==> src/design/fia_pkg.sv <==
// ============================================================================
// fia_pkg - shared types and constants for the fractional instance allocator
// Amount format, request and result payloads, controller commands and status.
// ============================================================================
package fia_pkg;

  // Amount format: unsigned 8.16 fixed point
  localparam int AMT_W  = 24;
  localparam int FRAC_W = 16;
  localparam logic [AMT_W-1:0] UNIT_AMT = AMT_W'(1 << FRAC_W);

  // Instance storage
  localparam int MAX_INST = 8;
  localparam int IDX_W    = $clog2(MAX_INST);
  localparam int CNT_W    = 4;

  // Configuration register reset values
  localparam logic [CNT_W-1:0] INST_COUNT_RST = CNT_W'(1);
  localparam logic [AMT_W-1:0] SINGLE_CAP_RST = AMT_W'(65536);

  // Configuration register indexes
  localparam logic CFG_INSTANCE_COUNT  = 1'b0;
  localparam logic CFG_SINGLE_CAPACITY = 1'b1;

  typedef enum logic [1:0] {
    REQ_ALLOC  = 2'd0,
    REQ_FREE   = 2'd1,
    REQ_SUB    = 2'd2,
    REQ_REFILL = 2'd3
  } req_type_t;

  typedef struct packed {
    req_type_t        req_type;
    logic [2:0]       target_instance;
    logic [AMT_W-1:0] amount;
    logic             soft_request;
  } req_t;

  typedef struct packed {
    logic [2:0]       out_instance;
    logic [AMT_W-1:0] granted_amount;
    logic             ok;
    logic             last_result;
  } rsp_t;

  typedef enum logic [2:0] {
    ST_IDLE,
    ST_WHOLE,
    ST_FIT,
    ST_DECIDE,
    ST_ADJUST,
    ST_EMIT
  } ctrl_state_t;

  typedef enum logic [2:0] {
    OP_NONE,
    OP_LOAD,
    OP_WHOLE,
    OP_FIT,
    OP_DECIDE,
    OP_ADJUST,
    OP_EMIT
  } cmd_op_t;

  typedef struct packed {
    cmd_op_t op;
  } cmd_t;

  typedef struct packed {
    logic n_is_one;
    logic idx_last;
    logic emit_last;
    logic out_free;
  } status_t;

endpackage

==> src/design/fia_ctrl.sv <==
// ============================================================================
// fia_ctrl - request sequencer
// Walks each request through the whole-instance, fit/drain, decide, adjust
// and result passes it needs, one datapath command per cycle unless the output stalls.
// ============================================================================
module fia_ctrl (
  input  logic                 clk,
  input  logic                 rst_n,
  input  logic                 in_valid,
  input  fia_pkg::req_type_t   in_req_type,
  output logic                 in_stall,
  input  fia_pkg::status_t     status,
  output fia_pkg::cmd_t        cmd
);

  fia_pkg::ctrl_state_t state_r;
  fia_pkg::ctrl_state_t state_nxt;

  // State register
  always_ff @(posedge clk) begin
    if (!rst_n) begin
      state_r <= fia_pkg::ST_IDLE;
    end else begin
      state_r <= state_nxt;
    end
  end

  // Next state and commands
  always_comb begin
    state_nxt = state_r;
    cmd.op    = fia_pkg::OP_NONE;
    in_stall  = (state_r != fia_pkg::ST_IDLE);
    case (state_r)
      fia_pkg::ST_IDLE: begin
        if (in_valid) begin
          cmd.op = fia_pkg::OP_LOAD;
          case (in_req_type)
            fia_pkg::REQ_ALLOC:
              state_nxt = status.n_is_one ? fia_pkg::ST_FIT : fia_pkg::ST_WHOLE;
            fia_pkg::REQ_REFILL:
              state_nxt = fia_pkg::ST_EMIT;
            default:
              state_nxt = fia_pkg::ST_ADJUST;
          endcase
        end
      end
      fia_pkg::ST_WHOLE: begin
        cmd.op = fia_pkg::OP_WHOLE;
        if (status.idx_last) begin
          state_nxt = fia_pkg::ST_FIT;
        end
      end
      fia_pkg::ST_FIT: begin
        cmd.op = fia_pkg::OP_FIT;
        if (status.idx_last) begin
          state_nxt = fia_pkg::ST_DECIDE;
        end
      end
      fia_pkg::ST_DECIDE: begin
        cmd.op    = fia_pkg::OP_DECIDE;
        state_nxt = fia_pkg::ST_EMIT;
      end
      fia_pkg::ST_ADJUST: begin
        cmd.op    = fia_pkg::OP_ADJUST;
        state_nxt = fia_pkg::ST_EMIT;
      end
      fia_pkg::ST_EMIT: begin
        // Hold until the output register can take a transfer
        if (status.out_free) begin
          cmd.op = fia_pkg::OP_EMIT;
          if (status.emit_last) begin
            state_nxt = fia_pkg::ST_IDLE;
          end
        end
      end
      default: begin
        state_nxt = fia_pkg::ST_IDLE;
      end
    endcase
  end

endmodule

==> src/design/fia_dp.sv <==
// ============================================================================
// fia_dp - allocator datapath
// Availability registers, working copy for rollback, per-instance grants,
// remaining demand, best-fit search and the result register.
// ============================================================================
module fia_dp (
  input  logic                 clk,
  input  logic                 rst_n,
  input  logic                 cfg_wr_en,
  input  logic                 cfg_index,
  input  logic [23:0]          cfg_wdata,
  input  fia_pkg::req_t        in_data,
  input  fia_pkg::cmd_t        cmd,
  output fia_pkg::status_t     status,
  output logic                 out_valid,
  input  logic                 out_stall,
  output fia_pkg::rsp_t        out_data
);

  localparam int AW = fia_pkg::AMT_W;
  localparam int IW = fia_pkg::IDX_W;
  localparam int CW = fia_pkg::CNT_W;
  localparam int NI = fia_pkg::MAX_INST;

  // Configuration
  logic [CW-1:0]   inst_count_r;
  logic [AW-1:0]   single_cap_r;

  // Committed and working state
  logic [AW-1:0]   av_r    [NI];
  logic [AW-1:0]   av_nxt  [NI];
  logic [AW-1:0]   wav_r   [NI];
  logic [AW-1:0]   wav_nxt [NI];
  logic [AW-1:0]   alloc_r   [NI];
  logic [AW-1:0]   alloc_nxt [NI];

  // Request scratch
  fia_pkg::req_t   req_r, req_nxt;
  logic [IW-1:0]   idx_r, idx_nxt;
  logic [AW-1:0]   rem_r, rem_nxt;
  logic [AW-1:0]   slack_r, slack_nxt;
  logic [IW-1:0]   best_r, best_nxt;
  logic            found_r, found_nxt;
  logic            place_r, place_nxt;
  logic            ok_r, ok_nxt;

  // Result register
  logic            out_valid_r, out_valid_nxt;
  fia_pkg::rsp_t   out_data_r, out_data_nxt;

  // Derived values
  logic [CW-1:0]   n_used;
  logic            n_is_one;
  logic            idx_last;
  logic            tgt_bad;
  logic [IW-1:0]   idx_step;
  logic [AW-1:0]   wav_cur;
  logic [AW-1:0]   fit_slack;
  logic [AW-1:0]   place_amt;
  logic [AW:0]     free_sum;
  logic [AW-1:0]   tgt_total;
  logic [AW-1:0]   idx_total;
  logic            fit_ok;

  // Effective instance count, clamped to 1..MAX_INST
  always_comb begin
    if (inst_count_r == '0) begin
      n_used = CW'(1);
    end else if (inst_count_r > CW'(NI)) begin
      n_used = CW'(NI);
    end else begin
      n_used = inst_count_r;
    end
  end

  assign n_is_one  = (n_used == CW'(1));
  assign idx_last  = ((CW'(idx_r) + CW'(1)) == n_used);
  assign idx_step  = idx_last ? '0 : idx_r + IW'(1);
  assign tgt_bad   = (CW'(req_r.target_instance) >= n_used);
  assign wav_cur   = wav_r[idx_r];
  assign fit_slack = wav_cur - rem_r;
  assign place_amt = (place_r && (idx_r == best_r)) ? rem_r : '0;
  assign free_sum  = {1'b0, av_r[req_r.target_instance]} + {1'b0, req_r.amount};
  assign tgt_total = (n_is_one && (req_r.target_instance == '0)) ? single_cap_r
                                                                 : fia_pkg::UNIT_AMT;
  assign idx_total = (n_is_one && (idx_r == '0)) ? single_cap_r : fia_pkg::UNIT_AMT;
  assign fit_ok    = found_r && (n_is_one || (rem_r < fia_pkg::UNIT_AMT));

  // Status toward the sequencer
  always_comb begin
    status.n_is_one  = n_is_one;
    status.idx_last  = idx_last;
    status.emit_last = idx_last || (req_r.req_type == fia_pkg::REQ_FREE) ||
                       (req_r.req_type == fia_pkg::REQ_SUB);
    status.out_free  = !out_valid_r || !out_stall;
  end

  // Datapath next-state
  always_comb begin
    av_nxt        = av_r;
    wav_nxt       = wav_r;
    alloc_nxt     = alloc_r;
    req_nxt       = req_r;
    idx_nxt       = idx_r;
    rem_nxt       = rem_r;
    slack_nxt     = slack_r;
    best_nxt      = best_r;
    found_nxt     = found_r;
    place_nxt     = place_r;
    ok_nxt        = ok_r;
    out_data_nxt  = out_data_r;
    out_valid_nxt = out_stall ? out_valid_r : 1'b0;

    case (cmd.op)
      // Capture the request and open a working copy
      fia_pkg::OP_LOAD: begin
        req_nxt   = in_data;
        idx_nxt   = '0;
        rem_nxt   = in_data.amount;
        slack_nxt = '0;
        best_nxt  = '0;
        found_nxt = 1'b0;
        place_nxt = 1'b0;
        ok_nxt    = 1'b0;
        wav_nxt   = av_r;
        for (int i = 0; i < NI; i++) begin
          alloc_nxt[i] = '0;
        end
      end
      // Take a whole free instance while at least 1.0 is still needed
      fia_pkg::OP_WHOLE: begin
        if ((rem_r >= fia_pkg::UNIT_AMT) && (wav_cur == fia_pkg::UNIT_AMT)) begin
          alloc_nxt[idx_r] = fia_pkg::UNIT_AMT;
          wav_nxt[idx_r]   = '0;
          rem_nxt          = rem_r - fia_pkg::UNIT_AMT;
        end
        idx_nxt = idx_step;
      end
      // Soft: drain in order. Hard: track the best fit.
      fia_pkg::OP_FIT: begin
        if (req_r.soft_request) begin
          if (!found_r) begin
            if (wav_cur >= rem_r) begin
              wav_nxt[idx_r]   = fit_slack;
              alloc_nxt[idx_r] = alloc_r[idx_r] + rem_r;
              found_nxt        = 1'b1;
            end else begin
              alloc_nxt[idx_r] = alloc_r[idx_r] + wav_cur;
              rem_nxt          = rem_r - wav_cur;
              wav_nxt[idx_r]   = '0;
            end
          end
        end else if (wav_cur >= rem_r) begin
          if (!found_r || (fit_slack < slack_r)) begin
            found_nxt = 1'b1;
            slack_nxt = fit_slack;
            best_nxt  = idx_r;
          end
        end
        idx_nxt = idx_step;
      end
      // Settle success; a hard success places the rest on the best fit
      fia_pkg::OP_DECIDE: begin
        ok_nxt    = req_r.soft_request || fit_ok;
        place_nxt = !req_r.soft_request && fit_ok;
      end
      // Free caps at the total, subtract floors at zero
      fia_pkg::OP_ADJUST: begin
        if (!tgt_bad) begin
          if (req_r.req_type == fia_pkg::REQ_FREE) begin
            av_nxt[req_r.target_instance] = (free_sum < {1'b0, tgt_total}) ?
                                            free_sum[AW-1:0] : tgt_total;
          end else if (av_r[req_r.target_instance] > req_r.amount) begin
            av_nxt[req_r.target_instance] = av_r[req_r.target_instance] - req_r.amount;
          end else begin
            av_nxt[req_r.target_instance] = '0;
          end
        end
      end
      // Load one result; a successful allocate or a refill commits this instance
      fia_pkg::OP_EMIT: begin
        out_valid_nxt            = 1'b1;
        out_data_nxt.last_result = status.emit_last;
        case (req_r.req_type)
          fia_pkg::REQ_ALLOC: begin
            out_data_nxt.out_instance   = 3'(idx_r);
            out_data_nxt.granted_amount = ok_r ? (alloc_r[idx_r] + place_amt) : '0;
            out_data_nxt.ok             = ok_r;
            if (ok_r) begin
              av_nxt[idx_r] = wav_cur - place_amt;
            end
          end
          fia_pkg::REQ_REFILL: begin
            out_data_nxt.out_instance   = 3'(idx_r);
            out_data_nxt.granted_amount = idx_total;
            out_data_nxt.ok             = 1'b1;
            av_nxt[idx_r]               = idx_total;
          end
          default: begin
            out_data_nxt.out_instance   = req_r.target_instance;
            out_data_nxt.granted_amount = tgt_bad ? '0 : av_r[req_r.target_instance];
            out_data_nxt.ok             = !tgt_bad;
          end
        endcase
        idx_nxt = idx_step;
      end
      default: begin
      end
    endcase
  end

  // Control and configuration registers
  always_ff @(posedge clk) begin
    if (!rst_n) begin
      inst_count_r <= fia_pkg::INST_COUNT_RST;
      single_cap_r <= fia_pkg::SINGLE_CAP_RST;
      out_valid_r  <= 1'b0;
      for (int i = 0; i < NI; i++) begin
        av_r[i] <= (i == 0) ? fia_pkg::SINGLE_CAP_RST : fia_pkg::UNIT_AMT;
      end
    end else begin
      if (cfg_wr_en) begin
        case (cfg_index)
          fia_pkg::CFG_INSTANCE_COUNT:  inst_count_r <= cfg_wdata[CW-1:0];
          fia_pkg::CFG_SINGLE_CAPACITY: single_cap_r <= cfg_wdata;
          default: begin
          end
        endcase
      end
      out_valid_r <= out_valid_nxt;
      av_r        <= av_nxt;
    end
  end

  // Scratch and payload registers
  always_ff @(posedge clk) begin
    wav_r      <= wav_nxt;
    alloc_r    <= alloc_nxt;
    req_r      <= req_nxt;
    idx_r      <= idx_nxt;
    rem_r      <= rem_nxt;
    slack_r    <= slack_nxt;
    best_r     <= best_nxt;
    found_r    <= found_nxt;
    place_r    <= place_nxt;
    ok_r       <= ok_nxt;
    out_data_r <= out_data_nxt;
  end

  assign out_valid = out_valid_r;
  assign out_data  = out_data_r;

endmodule

==> src/design/fractional_instance_allocator_core.sv <==
// ============================================================================
// fractional_instance_allocator_core - fractional instance allocator top level
// Tracks free 8.16 capacity of up to eight instances and serves allocate,
// free, subtract and refill requests, one result per instance reported.
// ============================================================================
//  channel  direction  handshake              payload
//  in_      input      in_valid / in_stall    req_t (type, target, amount, soft)
//  out_     output     out_valid / out_stall  rsp_t (instance, amount, ok, last)
//  cfg_     input      cfg_wr_en              cfg_index, cfg_wdata
//
//  Every request passes through capture. Allocate with n instances in use then
//  makes a whole pass (skipped for one instance), a fit or drain pass, a decide
//  step and a result pass, each pass walking one instance per cycle over the
//  availability registers. Refill goes from capture to the result pass; free
//  and subtract take an adjust step and one result. One request is in work at a
//  time; in_stall is high from acceptance until the last result transfer is
//  loaded. Output stalls hold the result pass. Reset is synchronous, no sweep.
// ============================================================================
module fractional_instance_allocator_core (
  input  logic             clk,
  input  logic             rst_n,
  input  logic             in_valid,
  output logic             in_stall,
  input  fia_pkg::req_t    in_data,
  output logic             out_valid,
  input  logic             out_stall,
  output fia_pkg::rsp_t    out_data,
  input  logic             cfg_wr_en,
  input  logic             cfg_index,
  input  logic [23:0]      cfg_wdata
);

  fia_pkg::cmd_t    cmd;
  fia_pkg::status_t status;

  // Sequencer
  fia_ctrl u_ctrl (
    .clk         (clk),
    .rst_n       (rst_n),
    .in_valid    (in_valid),
    .in_req_type (in_data.req_type),
    .in_stall    (in_stall),
    .status      (status),
    .cmd         (cmd)
  );

  // Datapath
  fia_dp u_dp (
    .clk       (clk),
    .rst_n     (rst_n),
    .cfg_wr_en (cfg_wr_en),
    .cfg_index (cfg_index),
    .cfg_wdata (cfg_wdata),
    .in_data   (in_data),
    .cmd       (cmd),
    .status    (status),
    .out_valid (out_valid),
    .out_stall (out_stall),
    .out_data  (out_data)
  );

endmodule
==> config.mk <==
export PLATFORM = sky130hd
export DESIGN_NAME = fractional_instance_allocator_core
export DESIGN_NICKNAME = d
export VERILOG_FILES = /design/src/design/fia_pkg.sv /design/src/design/fia_ctrl.sv /design/src/design/fia_dp.sv /design/src/design/fractional_instance_allocator_core.sv
export SDC_FILE = /design/constraint.sdc
export NUM_CORES = 2
export LEC_CHECK = 0
export BUFFER_PORTS_ARGS = -buffer_cell sky130_fd_sc_hd__buf_2
export CAP_MARGIN = 10
export CORE_ASPECT_RATIO = 1.75
export CORE_MARGIN = 10
export CORE_UTILIZATION = 30
export DETAILED_ROUTE_END_ITERATION = 16
export RECOVER_POWER = 50
export SYNTH_ARGS = -nofsm -noshare
export SYNTH_HDL_FRONTEND = slang
export SYNTH_SLANG_ARGS = --single-unit
==> constraint.sdc <==
create_clock -name clk -period 10 [get_ports clk]
set_clock_uncertainty 0.05 [all_clocks]
set_input_delay 2 -clock clk [delete_from_list [all_inputs] [get_ports clk]]
set_output_delay 2 -clock clk [all_outputs]
set_load 0.005 [all_outputs]
==> reports/qor.yml <==
outcome:
  outcome: "finished, violations left"
  violations: "capacitance limit, slew limit"
worst_setup_path:
  worst-setup-path-type: "flip-flop to flip-flop"
  path_max_fanout: 165
  setup.worst_path.start_class: "flip-flop"
  cp_data_required_time_ns: 10.12
  worstPathArrival_ns: 9.46
  end_kind: "flip-flop"
global_routing:
  grt_use_total: 0.313
  use_met2: 0.513
  overflow: 0
  grt_max_degree: 166
  met3_usage: 0.0762
  grt_pass1_vias: 49681
  gr-max-usage-layer: "met2"
  grt_pass1_wl_um: 407000
  antenna_found_initial: 20
  grtUsageMet1: 0.318
worst_hold_path:
  hold_path_class: "flip-flop to flip-flop"
synthesis:
  synth_mux_area_frac: 0.0226
  synth_adder_area_share: 0.0652
  yosysTopAreaCell: "edfxtp_1"
  ys_types: 111
  synthFlopType: "edfxtp_1"
  synth_top_family_by_area: "compound AO/OA/AOI/OAI gates"
  avgSynthCellArea_um2: 8.83
  synth_compound_area_frac: 0.303
  syn_inst: 5644
  yosys_warnings: 0
  synthArstFlopShare: 0
  syn_nets: 5959
  yosysTopAreaCellShare: 0.301
  synth_top_cells_by_area: "edfxtp_1 30%, dfxtp_1 9.0%, a22oi_1 6.4%"
  yosys.area_share.simple: 0.139
  synthXorXnorAreaFrac: 0.0277
  netlist_area_um2: 49800
  ys_ff_latch: 724
  synth-seq-area-share: 0.391
  synth_edf_count: 500
routing:
  num_vias: 51723
  wl_per_cell_um: 38.1
  drt-initial-drc-count: 6709
  drc: 0
  wirelength_um: 299000
  viasPerCell: 6.57
  drtPass1Iterations: 8
  ant_nets: 0
finish:
  area_growth_pct: 11.9
  multi_input_area_um2: 28100
  drive_above_1_share: 0.0958
  fin_util: 0.338
  final_cells: 7869
  nNetsFinal: 5923
  regArea_um2: 19500
  n_fill_cell: 17090
clock_tree:
  cts.reportedPaths.clkPinSlew_ns: 0.07
  root_buffer: "clkbuf_16"
  cts_resized: 0
  insertion_delay_ns: 0.71
  hold_buffers: 0
  cts_buffers: 76
  cts_sinks: 724
  cts_tree: "yes"
  h-tree-depth: 3
  cts_setup_buffers: 0
  clock_path_buffers: 3
sta:
  setup_violations: 0
  timing.fmax_mhz: 107
  rsz0062_at_grt: "no"
  drv_slew: 511
  fin_hold_ws_ns: 0.498
  tightestPinTransition_ns: 4.49
  finalSetupTns_ns: 0
  period_share: 0.934
  maxSlewHeadroom: -1.99
  post-route-min-period_ns: 9.34
  timing.final.hold_violations: 0
floorplanning:
  std_cell_rows: 197
  start_util: 0.302
  die_area_um2: 183000
  core_area_um2: 165000
  fp.dieH_um: 559
  die_w_um: 328
  ios: 91
placed_design:
  gp_congestion: 1.07
  place_inst: 7711
  dp_hpwl_um: 220000
  numPortBuffers: 90
flow_run:
  maxCapViolations: 12
==> path summary, 6_finish.rpt <==
check,depth (start not counted),start,slack (ns),endpoint
max,11,u_dp.idx_r[1],0.66,u_dp.wav_r[41]
min,2,u_dp.av_r[53],0.50,u_dp.av_r[53]
max reg2reg,11,u_dp.idx_r[1],0.66,u_dp.wav_r[41]
min reg2reg,2,u_dp.av_r[53],0.50,u_dp.av_r[53]
==> critical path, stage by stage, from the launching register on <==
cell and delay [ns]:
edfxtp_1 0.74, buf_4 0.47, buf_4 0.45, mux4_2 0.55, mux2i_1 0.94, nand4_1 0.16, nor2_1 0.76, nand4_1 0.43
nor3_1 0.32, o22ai_1 0.24, clkinvlp_2 0.30, clkbuf_2 3.04
==> cells in the final DEF (no fill, tap or decap), types with 86 or more instances in the layout <==
| cell type | count |
|---|---|
| edfxtp_1 | 500 |
| nor2_1 | 499 |
| o21ai_0 | 488 |
| a21oi_1 | 439 |
| a22oi_1 | 424 |
| nand2_1 | 419 |
| ha_1 | 246 |
| dfxtp_1 | 224 |
| inv_1 | 217 |
| buf_4 | 193 |
| a211oi_1 | 183 |
| nand3_1 | 158 |
| xnor2_1 | 102 |
| nor3_1 | 92 |
| clkbuf_1 | 92 |
| a21o_1 | 86 |
| o22ai_1 | 86 |
==> per-layer routing <==
layer	routed length, µm	part of all wire	vias up
met5	79	0.00026	-
li1	-	-	21494
met3	28600	0.096	1310
met2	139000	0.46	3794
met4	37000	0.12	14
met1	94800	0.32	25111
==> cells in the mapped netlist (17+ instances only) <==
library cell,count
o221a_2,17
dfxtp_1,224
o221ai_1,68
nand3_1,160
clkbuf_1,298
buf_2,68
nand4_1,58
mux2i_1,45
a22oi_1,424
nand2b_1,31
o21ai_0,489
a221o_1,18
o21bai_1,34
and3_1,39
o22ai_1,88
buf_1,41
mux4_2,18
a21o_1,86
o211ai_1,29
a221oi_1,77
nor2b_1,36
mux2_2,17
nor2_1,526
ha_1,247
nor3_1,100
nor4_1,29
inv_1,216
xnor2_1,103
or3_1,30
and2_1,33
nand2_1,425
edfxtp_1,500
o21a_1,25
o21ai_1,24
a22o_1,26
a21oi_1,447
a211oi_1,183
xor2_1,53
a31oi_1,54
==> metrics by stage <==
step,setup WS [ns],instance area (µm²)
detailed placement,1.30,53400
CTS,1.29,55800
global route,0.550,55700
global placement,1.30,53300
floorplan,1.24,49800
finish,0.659,55800
==> cell families (layout without fill, tap and decap cells) <==
kind of cell	count (synthesis)	after routing
compound gates	2259	2259
simple gates	1517	1517
flops	724	724
buf+inv	647	670
fa+ha+maj	255	255
xor+xnor	157	157
mux	85	85
other cells	0	13
==> state kept, by name, indices dropped and copies added (netlist names), 3 cells and up <==
name               flops
u_ctrl.state_r         3
u_dp.alloc_r         192
u_dp.av_r            192
u_dp.best_r            3
u_dp.idx_r             3
u_dp.inst_count_r      4
u_dp.out_data         29
u_dp.rem_r            24
u_dp.req_r            30
u_dp.single_cap_r     24
u_dp.slack_r          24
u_dp.wav_r           192
==> layout make-up <==
class,count,area share
diodes,13,0.000583
clock buffers,98,0.0369
clock inverters,39,0.00725
inverters,224,0.0151
multi-input cells,4273,0.504
flip-flops and latches,724,0.350
well taps,2189,0.0491
repair buffers,309,0.0372
Power is not shown: default switching activity piles up to over one toggle a cycle in this logic, so the estimate is an artifact.
